--- src/rtl/bsfb_pkg.sv ---
package bsfb_pkg;

  localparam logic [7:0] FLAG_BYTE    = 8'h7E;
  localparam logic [7:0] ESC_BYTE     = 8'h7D;
  localparam logic [7:0] ESC_FLAG     = 8'h5E;
  localparam logic [7:0] ESC_ESC      = 8'h5D;
  localparam logic [7:0] CTRL_ONE     = 8'h40;
  localparam logic [7:0] CTRL_ZERO    = 8'h00;
  localparam logic [7:0] ADDRESS_INIT = 8'h03;

  typedef struct packed {
    logic [7:0] payload_byte;
    logic       frame_start;
    logic       frame_end;
    logic       sequence_bit;
  } payload_item_t;

  typedef struct packed {
    logic [7:0] line_byte;
    logic       run_last;
    logic       frame_done;
  } line_item_t;

  // Position within the output bytes that one payload item causes.
  typedef enum logic [3:0] {
    PH_FLAG,
    PH_ADDR,
    PH_CTRL,
    PH_BCC1,
    PH_DATA,
    PH_DATA_ESC,
    PH_BCC2,
    PH_BCC2_ESC,
    PH_CLOSE
  } phase_t;

endpackage

--- src/rtl/byte_stuffing_frame_builder_top.sv ---
// Byte-stuffing frame builder. Payload items go in on the payload channel and
// the framed line stream comes out on the line channel, one byte per item
// there, at one line byte per clock cycle while the line side is ready. An
// item marked frame_start first sends the header (flag 0x7E, the address
// register, control 0x00 or 0x40 by sequence_bit, and BCC1 = address XOR
// control, none of them stuffed) and clears the running check. Every payload
// byte goes into the running XOR check and is sent stuffed (0x7E as 7D 5E,
// 0x7D as 7D 5D). An item marked frame_end then sends the stuffed BCC2 and a
// closing flag, which carries frame_done. run_last marks the final line byte
// of each payload item. An item causes one or two line bytes for a plain byte,
// up to nine for a one-byte frame with escapes, so a stream of payload bytes
// with no escapes runs at one item per cycle while the line side is ready, and
// each escape adds a line byte. The pace is set by the single line output
// register, which takes one byte per cycle while empty or drained. The next
// payload item is taken in the same cycle in which the last line byte of the
// current one is produced, so no cycle is lost between items. The address
// register resets to 0x03 and should be written only while the block is idle.
module byte_stuffing_frame_builder_top
  import bsfb_pkg::*;
(
  input  logic          clk,
  input  logic          rst,
  input  logic          payload_valid,
  output logic          payload_ready,
  input  payload_item_t payload,
  output logic          line_valid,
  input  logic          line_ready,
  output line_item_t    line,
  input  logic          cfg_write_enable,
  input  logic [7:0]    cfg_write_data
);

  logic [7:0]    address;
  logic [7:0]    check;
  logic [7:0]    check_next;
  payload_item_t cur;
  logic          cur_valid;
  phase_t        phase;
  phase_t        phase_next;
  phase_t        phase_after;
  logic          advance;
  logic          item_last;
  logic [7:0]    ctrl;
  logic [7:0]    data_check;
  logic          data_esc;
  logic          check_esc;
  line_item_t    emit;

  // The line register can take a byte when it is empty or being drained.
  assign advance       = cur_valid && (!line_valid || line_ready);
  assign payload_ready = !cur_valid || (advance && item_last);

  assign ctrl       = cur.sequence_bit ? CTRL_ONE : CTRL_ZERO;
  // The check including the held byte; a start item begins from zero.
  assign data_check = (cur.frame_start ? 8'h00 : check) ^ cur.payload_byte;
  assign data_esc   = (cur.payload_byte == FLAG_BYTE) || (cur.payload_byte == ESC_BYTE);
  assign check_esc  = (data_check == FLAG_BYTE) || (data_check == ESC_BYTE);
  assign check_next = cur.frame_end ? 8'h00 : data_check;

  // Next phase within the held item.
  always_comb begin
    phase_after = PH_CLOSE;
    item_last   = 1'b0;
    unique case (phase)
      PH_FLAG: begin
        phase_after = PH_ADDR;
      end
      PH_ADDR: begin
        phase_after = PH_CTRL;
      end
      PH_CTRL: begin
        phase_after = PH_BCC1;
      end
      PH_BCC1: begin
        phase_after = PH_DATA;
      end
      PH_DATA: begin
        if (data_esc) begin
          phase_after = PH_DATA_ESC;
        end else if (cur.frame_end) begin
          phase_after = PH_BCC2;
        end else begin
          item_last = 1'b1;
        end
      end
      PH_DATA_ESC: begin
        if (cur.frame_end) begin
          phase_after = PH_BCC2;
        end else begin
          item_last = 1'b1;
        end
      end
      PH_BCC2: begin
        phase_after = check_esc ? PH_BCC2_ESC : PH_CLOSE;
      end
      PH_BCC2_ESC: begin
        phase_after = PH_CLOSE;
      end
      PH_CLOSE: begin
        item_last = 1'b1;
      end
      default: begin
        item_last = 1'b1;
      end
    endcase
  end

  // Phase register update, including the first phase of a freshly taken item.
  always_comb begin
    phase_next = phase;
    if (payload_valid && payload_ready) begin
      phase_next = payload.frame_start ? PH_FLAG : PH_DATA;
    end else if (advance) begin
      phase_next = phase_after;
    end
  end

  // Line byte for the current phase.
  always_comb begin
    emit.line_byte  = FLAG_BYTE;
    emit.run_last   = item_last;
    emit.frame_done = 1'b0;
    unique case (phase)
      PH_FLAG:     emit.line_byte = FLAG_BYTE;
      PH_ADDR:     emit.line_byte = address;
      PH_CTRL:     emit.line_byte = ctrl;
      PH_BCC1:     emit.line_byte = address ^ ctrl;
      PH_DATA:     emit.line_byte = data_esc ? ESC_BYTE : cur.payload_byte;
      PH_DATA_ESC: emit.line_byte = (cur.payload_byte == FLAG_BYTE) ? ESC_FLAG : ESC_ESC;
      PH_BCC2:     emit.line_byte = check_esc ? ESC_BYTE : data_check;
      PH_BCC2_ESC: emit.line_byte = (data_check == FLAG_BYTE) ? ESC_FLAG : ESC_ESC;
      PH_CLOSE: begin
        emit.line_byte  = FLAG_BYTE;
        emit.frame_done = 1'b1;
      end
      default:     emit.line_byte = FLAG_BYTE;
    endcase
  end

  always_ff @(posedge clk) begin
    if (rst) begin
      address    <= ADDRESS_INIT;
      check      <= 8'h00;
      cur_valid  <= 1'b0;
      phase      <= PH_DATA;
      line_valid <= 1'b0;
    end else begin
      if (cfg_write_enable) begin
        address <= cfg_write_data;
      end
      phase <= phase_next;
      if (advance && item_last) begin
        check <= check_next;
      end
      if (payload_ready) begin
        cur_valid <= payload_valid;
      end
      if (advance) begin
        line_valid <= 1'b1;
      end else if (line_ready) begin
        line_valid <= 1'b0;
      end
    end
  end

  always_ff @(posedge clk) begin
    if (payload_valid && payload_ready) begin
      cur <= payload;
    end
    if (advance) begin
      line <= emit;
    end
  end

endmodule
--- config.mk ---
export PLATFORM = sky130hd
export DESIGN_NAME = byte_stuffing_frame_builder_top
export DESIGN_NICKNAME = d
export VERILOG_FILES = /design/src/rtl/bsfb_pkg.sv /design/src/rtl/byte_stuffing_frame_builder_top.sv
export SDC_FILE = /design/constraint.sdc
export NUM_CORES = 1
export LEC_CHECK = 0
export ABC_AREA = 1
export BUFFER_PORTS_ARGS = -buffer_cell sky130_fd_sc_hd__buf_2
export CAP_MARGIN = 20
export CORE_UTILIZATION = 50
export CTS_BUF_LIST = sky130_fd_sc_hd__clkbuf_4 sky130_fd_sc_hd__clkbuf_8
export CTS_CLUSTER_SIZE = 40
export DETAILED_ROUTE_END_ITERATION = 8
export PLACE_DENSITY_LB_ADDON = 0.3
export SLEW_MARGIN = 40
export SYNTH_ARGS = -nofsm -noshare
export SYNTH_HDL_FRONTEND = slang
export SYNTH_SLANG_ARGS = --single-unit
export TNS_END_PERCENT = 30
--- constraint.sdc ---
create_clock -name clk -period 5.6 [get_ports clk]
set_clock_uncertainty 0.05 [all_clocks]
set_input_delay 0.56 -clock clk [delete_from_list [all_inputs] [get_ports clk]]
set_output_delay 0.56 -clock clk [all_outputs]
set_load 0.1 [all_outputs]
Word level (Yosys, flattened, before mapping)
Index checks and enable logic that the tools add are counted.
{"block": "op_classes", "shift": 0, "addsub": 0, "mux": 21, "bitwise": 2, "eq_ne": 12, "magnitude_cmp": 0, "multipliers": 0, "reduce_logical": 13, "div_mod_pow": 0}
{"op": "$pmux 8 s7", "n": 1}
{"op": "$eq 8x7->1 const B", "n": 4}
{"op": "$mux 8", "n": 4}
{"op": "$pmux 4 s7", "n": 1}
{"op": "$mux 4", "n": 5}
{"op": "$eq 4x3->1 const B", "n": 4}
{"op": "$eq 4x2->1 const B", "n": 2}
{"op": "$xor 8x7->8", "n": 1}
{"op": "$xor 8x8->8", "n": 1}
{"op": "$mux 7", "n": 1}
{"op": "$reduce_or 6->1", "n": 1}
{"op": "$mux 1", "n": 5}
{"op": "$eq 4x1->1 const B", "n": 1}
{"op": "$eq 4x4->1 const B", "n": 1}
{"op": "$logic_not 4->1", "n": 1}
{"op": "$logic_or 1x1->1", "n": 4}
{"op": "$mux 2", "n": 2}
{"op": "$reduce_bool 2->1", "n": 2}
{"op": "$logic_and 1x1->1", "n": 3}
{"op": "$mux 3", "n": 1}
{"op": "$pmux 1 s3", "n": 1}
{"op": "$logic_not 1->1", "n": 2}
{"block": "totals", "ram_bits": 0, "input_bits": 24, "rom_bits": 0, "elab_cells": 60, "n_memories": 0, "latch_bits": 0, "out_inout_bits": 12, "reg_bits": 43}

Depth between registers and ports, before layout
{"block": "logic_depth", "word_depth": 8, "ltp_mapped": 15, "ltp_nobuf": 14}

Worst setup path after synthesis
Ideal clock, no wire load.
{"block": "synth_timing", "path_type": "register -> register", "start": "reg line_valid", "end": "reg cur[0] (netlist bit), enable pin", "setup_time_ns": 0.289, "path_buffers": 0, "path_stages_with_launch": 8, "arrival_ns": 2.151, "t_required_ns": 5.261, "synth_period_minus_slack_ns": 2.490, "path_slack_ns": 3.110, "cell_sequence": "dfxtp_1 > nand2_1 > nand2_1 > inv_1 > nand2_4 > nand2_4 > nand2_2 > inv_1"}
{"block": "synth_between", "elab_chain_len": 6}
{"item": "start, declared", "line": "byte_stuffing_frame_builder_top.sv:26", "rtl": "output logic line_valid,"}
{"item": "start signal, assigned", "line": "byte_stuffing_frame_builder_top.sv:146", "rtl": "line_valid <= 1'b0;"}
{"item": "start signal, assigned", "line": "byte_stuffing_frame_builder_top.sv:159", "rtl": "line_valid <= 1'b1;"}
{"item": "start signal, assigned", "line": "byte_stuffing_frame_builder_top.sv:161", "rtl": "line_valid <= 1'b0;"}
{"item": "$logic_not 1->1", "line": "byte_stuffing_frame_builder_top.sv:50", "rtl": "assign advance = cur_valid && (!line_valid || line_ready);"}
{"item": "$logic_or 1x1->1", "line": "byte_stuffing_frame_builder_top.sv:50"}
{"item": "$logic_and 1x1->1", "line": "byte_stuffing_frame_builder_top.sv:50"}
{"item": "via advance", "line": "byte_stuffing_frame_builder_top.sv:41", "rtl": "logic advance;"}
{"item": "$logic_and 1x1->1", "line": "byte_stuffing_frame_builder_top.sv:51", "rtl": "assign payload_ready = !cur_valid || (advance && item_last);"}
{"item": "$logic_or 1x1->1", "line": "byte_stuffing_frame_builder_top.sv:51"}
{"item": "via payload_ready", "line": "byte_stuffing_frame_builder_top.sv:24", "rtl": "output logic payload_ready,"}
{"item": "$logic_and 1x1->1", "line": "byte_stuffing_frame_builder_top.sv:167", "rtl": "if (payload_valid && payload_ready) begin"}
{"item": "end signal, assigned", "line": "byte_stuffing_frame_builder_top.sv:168", "rtl": "cur <= payload;"}
{"item": "end, declared", "line": "byte_stuffing_frame_builder_top.sv:36", "rtl": "payload_item_t cur;"}
The timed path passes the listed nets, and every way through them passes these cells.
A chain may end at the register's enable or synchronous reset.

Worst setup path after layout
{"block": "layout_timing", "start": "reg cur_valid", "end": "out payload_ready"}
{"block": "layout_between", "elab_chain_len": 3, "elab_cells_between_ends": 4, "classes_between": "reduce/logical: 4"}
{"item": "start, declared", "line": "byte_stuffing_frame_builder_top.sv:37", "rtl": "logic cur_valid;"}
{"item": "start signal, assigned", "line": "byte_stuffing_frame_builder_top.sv:156", "rtl": "cur_valid <= payload_valid;"}
{"item": "$logic_and 1x1->1", "line": "byte_stuffing_frame_builder_top.sv:50"}
{"item": "via advance", "line": "byte_stuffing_frame_builder_top.sv:41"}
{"item": "$logic_and 1x1->1", "line": "byte_stuffing_frame_builder_top.sv:51"}
{"item": "$logic_or 1x1->1", "line": "byte_stuffing_frame_builder_top.sv:51"}
{"item": "end, declared", "line": "byte_stuffing_frame_builder_top.sv:24"}
The timed path passes the listed nets, and every way through them passes these cells.

==> metrics.yaml <==
critical_path:
  start_kind: "register"
  cp_slowest_cell: "sky130_fd_sc_hd__inv_1"
  cp_slowest_stage_delay_ns: 0.49
  required_ns: 4.99
  worst_reg2reg_startpoint: "cur_valid"
  ff2ff_path_depth: 6
  crit_reg_reg_endpoint: "cur[5]"
  chain_of_cells_forming_the_critical_path: "nand2_1 > inv_1 > nand2_4 > nand2_4 > buf_2"
  arrival_ns: 2.19
  worst_path_most_repeated_cell: "sky130_fd_sc_hd__nand2_4"
  r2r_setup_slack_ns: 3.28
  worstPathBufferInverterCount: 2
  critical_path.top_delay_family: "buffers and inverters"
  setup.worst_path.class: "register to output port"
  largest_fanout_on_the_critical_path: 15
  critical_path.endpoint_type: "output port"
sta:
  min_period_ns: 2.798
  timing_max_transition_violations_final: 0
  layout_worst_path_cycle_share: 0.4996
  rsz0062_at_grt: "false"
  report.final.hold_viol_count: 0
  setup-tns-final_ns: 0
  setup_viol: 0
  relSlewSlack: 0.6011
  max_freq_ghz: 0.3574
  worst_slew_pin_slew_ns: 0.5976
worst_hold_path:
  min-delay-start: "payload[6]"
  holdPathEnd: "cur[6]"
  timing.hold.worst.class: "input port to register"
  worstHoldPathCells: 1
grt:
  grt_pass1_vias: 1706
  global_route_wire_length_before_repair_um: 8211
  grt_max_degree: 16
  grt_usage: 0.2196
  grt-ovfl-total: 0
  antenna_found_initial: 0
cells_and_area:
  insertedDiodeCount: 0
  area_delta_synth_final_pct: 13.74
  multi_input_area_um2: 1027
  fillerInstances: 381
  design_area_um2: 2589
  share_of_final_layout_standard_cells_stronger_than_drive_strength_1: 0.2937
  most-common-layout-cells: "sky130_fd_sc_hd__nand2_1, sky130_fd_sc_hd__buf_2, sky130_fd_sc_hd__nor2_1"
  layout.nets: 326
  layout.area.seq_um2: 1071
  layout.cells.most_common: "sky130_fd_sc_hd__nand2_1"
die:
  initial_core_util: 0.5227
  die-width_um: 69.47
  floorplan.core_area_um2: 4354
  core.rowCount: 24
  ios: 36
  floorplan.die.height_um: 69.47
  die_area_um2: 4825
clock_tree:
  clock-root-buffer: "sky130_fd_sc_hd__clkbuf_8"
  insertion_delay_of_the_later_clocked_pin_in_the_worst_skew_pair_ns: 0.30
  holdBufCountCts: 0
  clock_edge_transition_at_the_registers_on_the_reported_setup_and_hold_paths_ns: 0.08
  cts-htree-levels: 2
  ctsResizeCount: 0
  cts_tree: "built"
  cts_made_buffers: 5
  maximum_number_of_buffers_from_clock_root_to_sink: 2
  tritoncts_num_sinks: 43
  post-cts-setup-buffers: 0
logic_synthesis:
  ys_warn_count: 0
  synth_nets: 290
  number_of_register_bits_inferred_by_synthesis: 43
  synthCells: 266
  synth_area_per_cell_um2: 8.556
  yosysUniqueCellTypes: 30
  asyncSetResetFlopFracSynth: 0
  synth-edff-count: 21
  yosysSeqAreaShare: 0.4706
  synthFlopType: "sky130_fd_sc_hd__dfxtp_1"
  synth.cell_area_um2: 2276
routing:
  number_of_nets_still_failing_antenna_checks_after_routing: 0
  drt_iter0_markers: 100
  drt_first_pass_iters: 4
  detail_route.vias_per_cell: 5.279
  wire_per_inst_um: 13.69
  wirelength_um: 4861
  drc_errors: 0
  num_vias: 1874
power_and_ir_drop:
  leakage_uw: 0.001101
  max-vdd-ir-drop_mv: 0.1512
  finalPower_uw: 811.2
  power-per-cell-area_nw_per_um2: 313.4
job:
  drv.max_cap_violation_count: 0
place:
  dp_hpwl_um: 3614
  placedInstanceArea_um2: 2471
  place.gp.congestion: 0.8778
  input_output_buffers: 35
status:
  outcome: "completed"
[final cells by class]
class	instances	area share
timing repair buffer	35	0.06767
tap	52	0.02513
inverter	34	0.05123
multi-input combinational	183	0.3968
sequential	43	0.4137
clock inverter	2	0.01353
clock buffer	6	0.03190
[worst register-to-register path: stages (launching register included)]
cell and delay [ns]:
sky130_fd_sc_hd__dfxtp_1 0.42, sky130_fd_sc_hd__nand2_1 0.17, sky130_fd_sc_hd__inv_1 0.49, sky130_fd_sc_hd__nand2_4 0.25, sky130_fd_sc_hd__nand2_4 0.13, sky130_fd_sc_hd__nand2_2 0.07
sky130_fd_sc_hd__inv_1 0.38
[kinds of logic after synthesis]
family | share of synthesized area
AO/OA/AOI/OAI | 0.1369
AND/OR/NAND/NOR | 0.3106
flip-flops | 0.4706
XOR/XNOR | 0.003849
buffers and inverters | 0.07806
[cells in the mapped netlist, types with 3 or more instances]
cell,n,area share
sky130_fd_sc_hd__nand2_2,9,0.025
sky130_fd_sc_hd__nand3_2,6,0.026
sky130_fd_sc_hd__nor2_2,3,0.0082
sky130_fd_sc_hd__nand2_4,8,0.040
sky130_fd_sc_hd__o2111ai_1,5,0.019
sky130_fd_sc_hd__a21oi_2,6,0.023
sky130_fd_sc_hd__inv_1,27,0.045
sky130_fd_sc_hd__o21bai_1,4,0.013
sky130_fd_sc_hd__a21oi_1,10,0.022
sky130_fd_sc_hd__nand3_1,11,0.024
sky130_fd_sc_hd__nand4_1,5,0.014
sky130_fd_sc_hd__nand2_1,57,0.094
sky130_fd_sc_hd__o21ai_0,14,0.031
sky130_fd_sc_hd__nor2_1,29,0.048
sky130_fd_sc_hd__buf_6,3,0.015
sky130_fd_sc_hd__dfxtp_1,22,0.19
sky130_fd_sc_hd__inv_2,6,0.0099
sky130_fd_sc_hd__nor2_4,4,0.020
sky130_fd_sc_hd__edfxtp_1,21,0.28
[metal layers]
layer | up-vias | share of wire | track usage
met5 | - | 0 | 0
met1 | 852 | 0.46 | 0.2936
met2 | 59 | 0.47 | 0.3441
li1 | 954 | - | -
met4 | 0 | 0.019 | 0.1111
met3 | 9 | 0.051 | 0.03634
[registers in the layout, summed over array words and instances (netlist names)]
signal / flops
cur: 11
line_valid: 1
address: 8
line: 10
phase: 4
cur_valid: 1
check: 8
[metrics by stage]
stage          utilization  setup slack, ns  std cells  hold WS (ns)
2_1_floorplan            -            3.110        266        0.3792
3_3_place_gp        0.5675            2.911        347        0.3893
3_5_place_dp        0.5675            2.840        347        0.4025
4_1_cts             0.5945            2.806        355        0.3759
5_1_grt             0.5945            2.671        355        0.3722
6_report            0.5945            2.802        355        0.3799
[report_power, final]
part | switching (uW) | internal (uW) | total, uW
Combinational | 139 | 46.7 | 186
Clock | 107 | 144 | 251
Sequential | 16.6 | 358 | 374
Total | 262 | 549 | 811
[worst max-delay path by stage]
stage | startpoint | end | slack (ns) | cells after the start
detailed placement | line_ready | payload_ready | 2.84 | 8
CTS | cur_valid | payload_ready | 2.81 | 5
global placement | line_ready | payload_ready | 2.91 | 8
finish | cur_valid | payload_ready | 2.80 | 5
floorplan | line_valid | cur[0] | 3.11 | 7
global route | cur_valid | payload_ready | 2.67 | 5
Power figures use the tool's default switching activity.
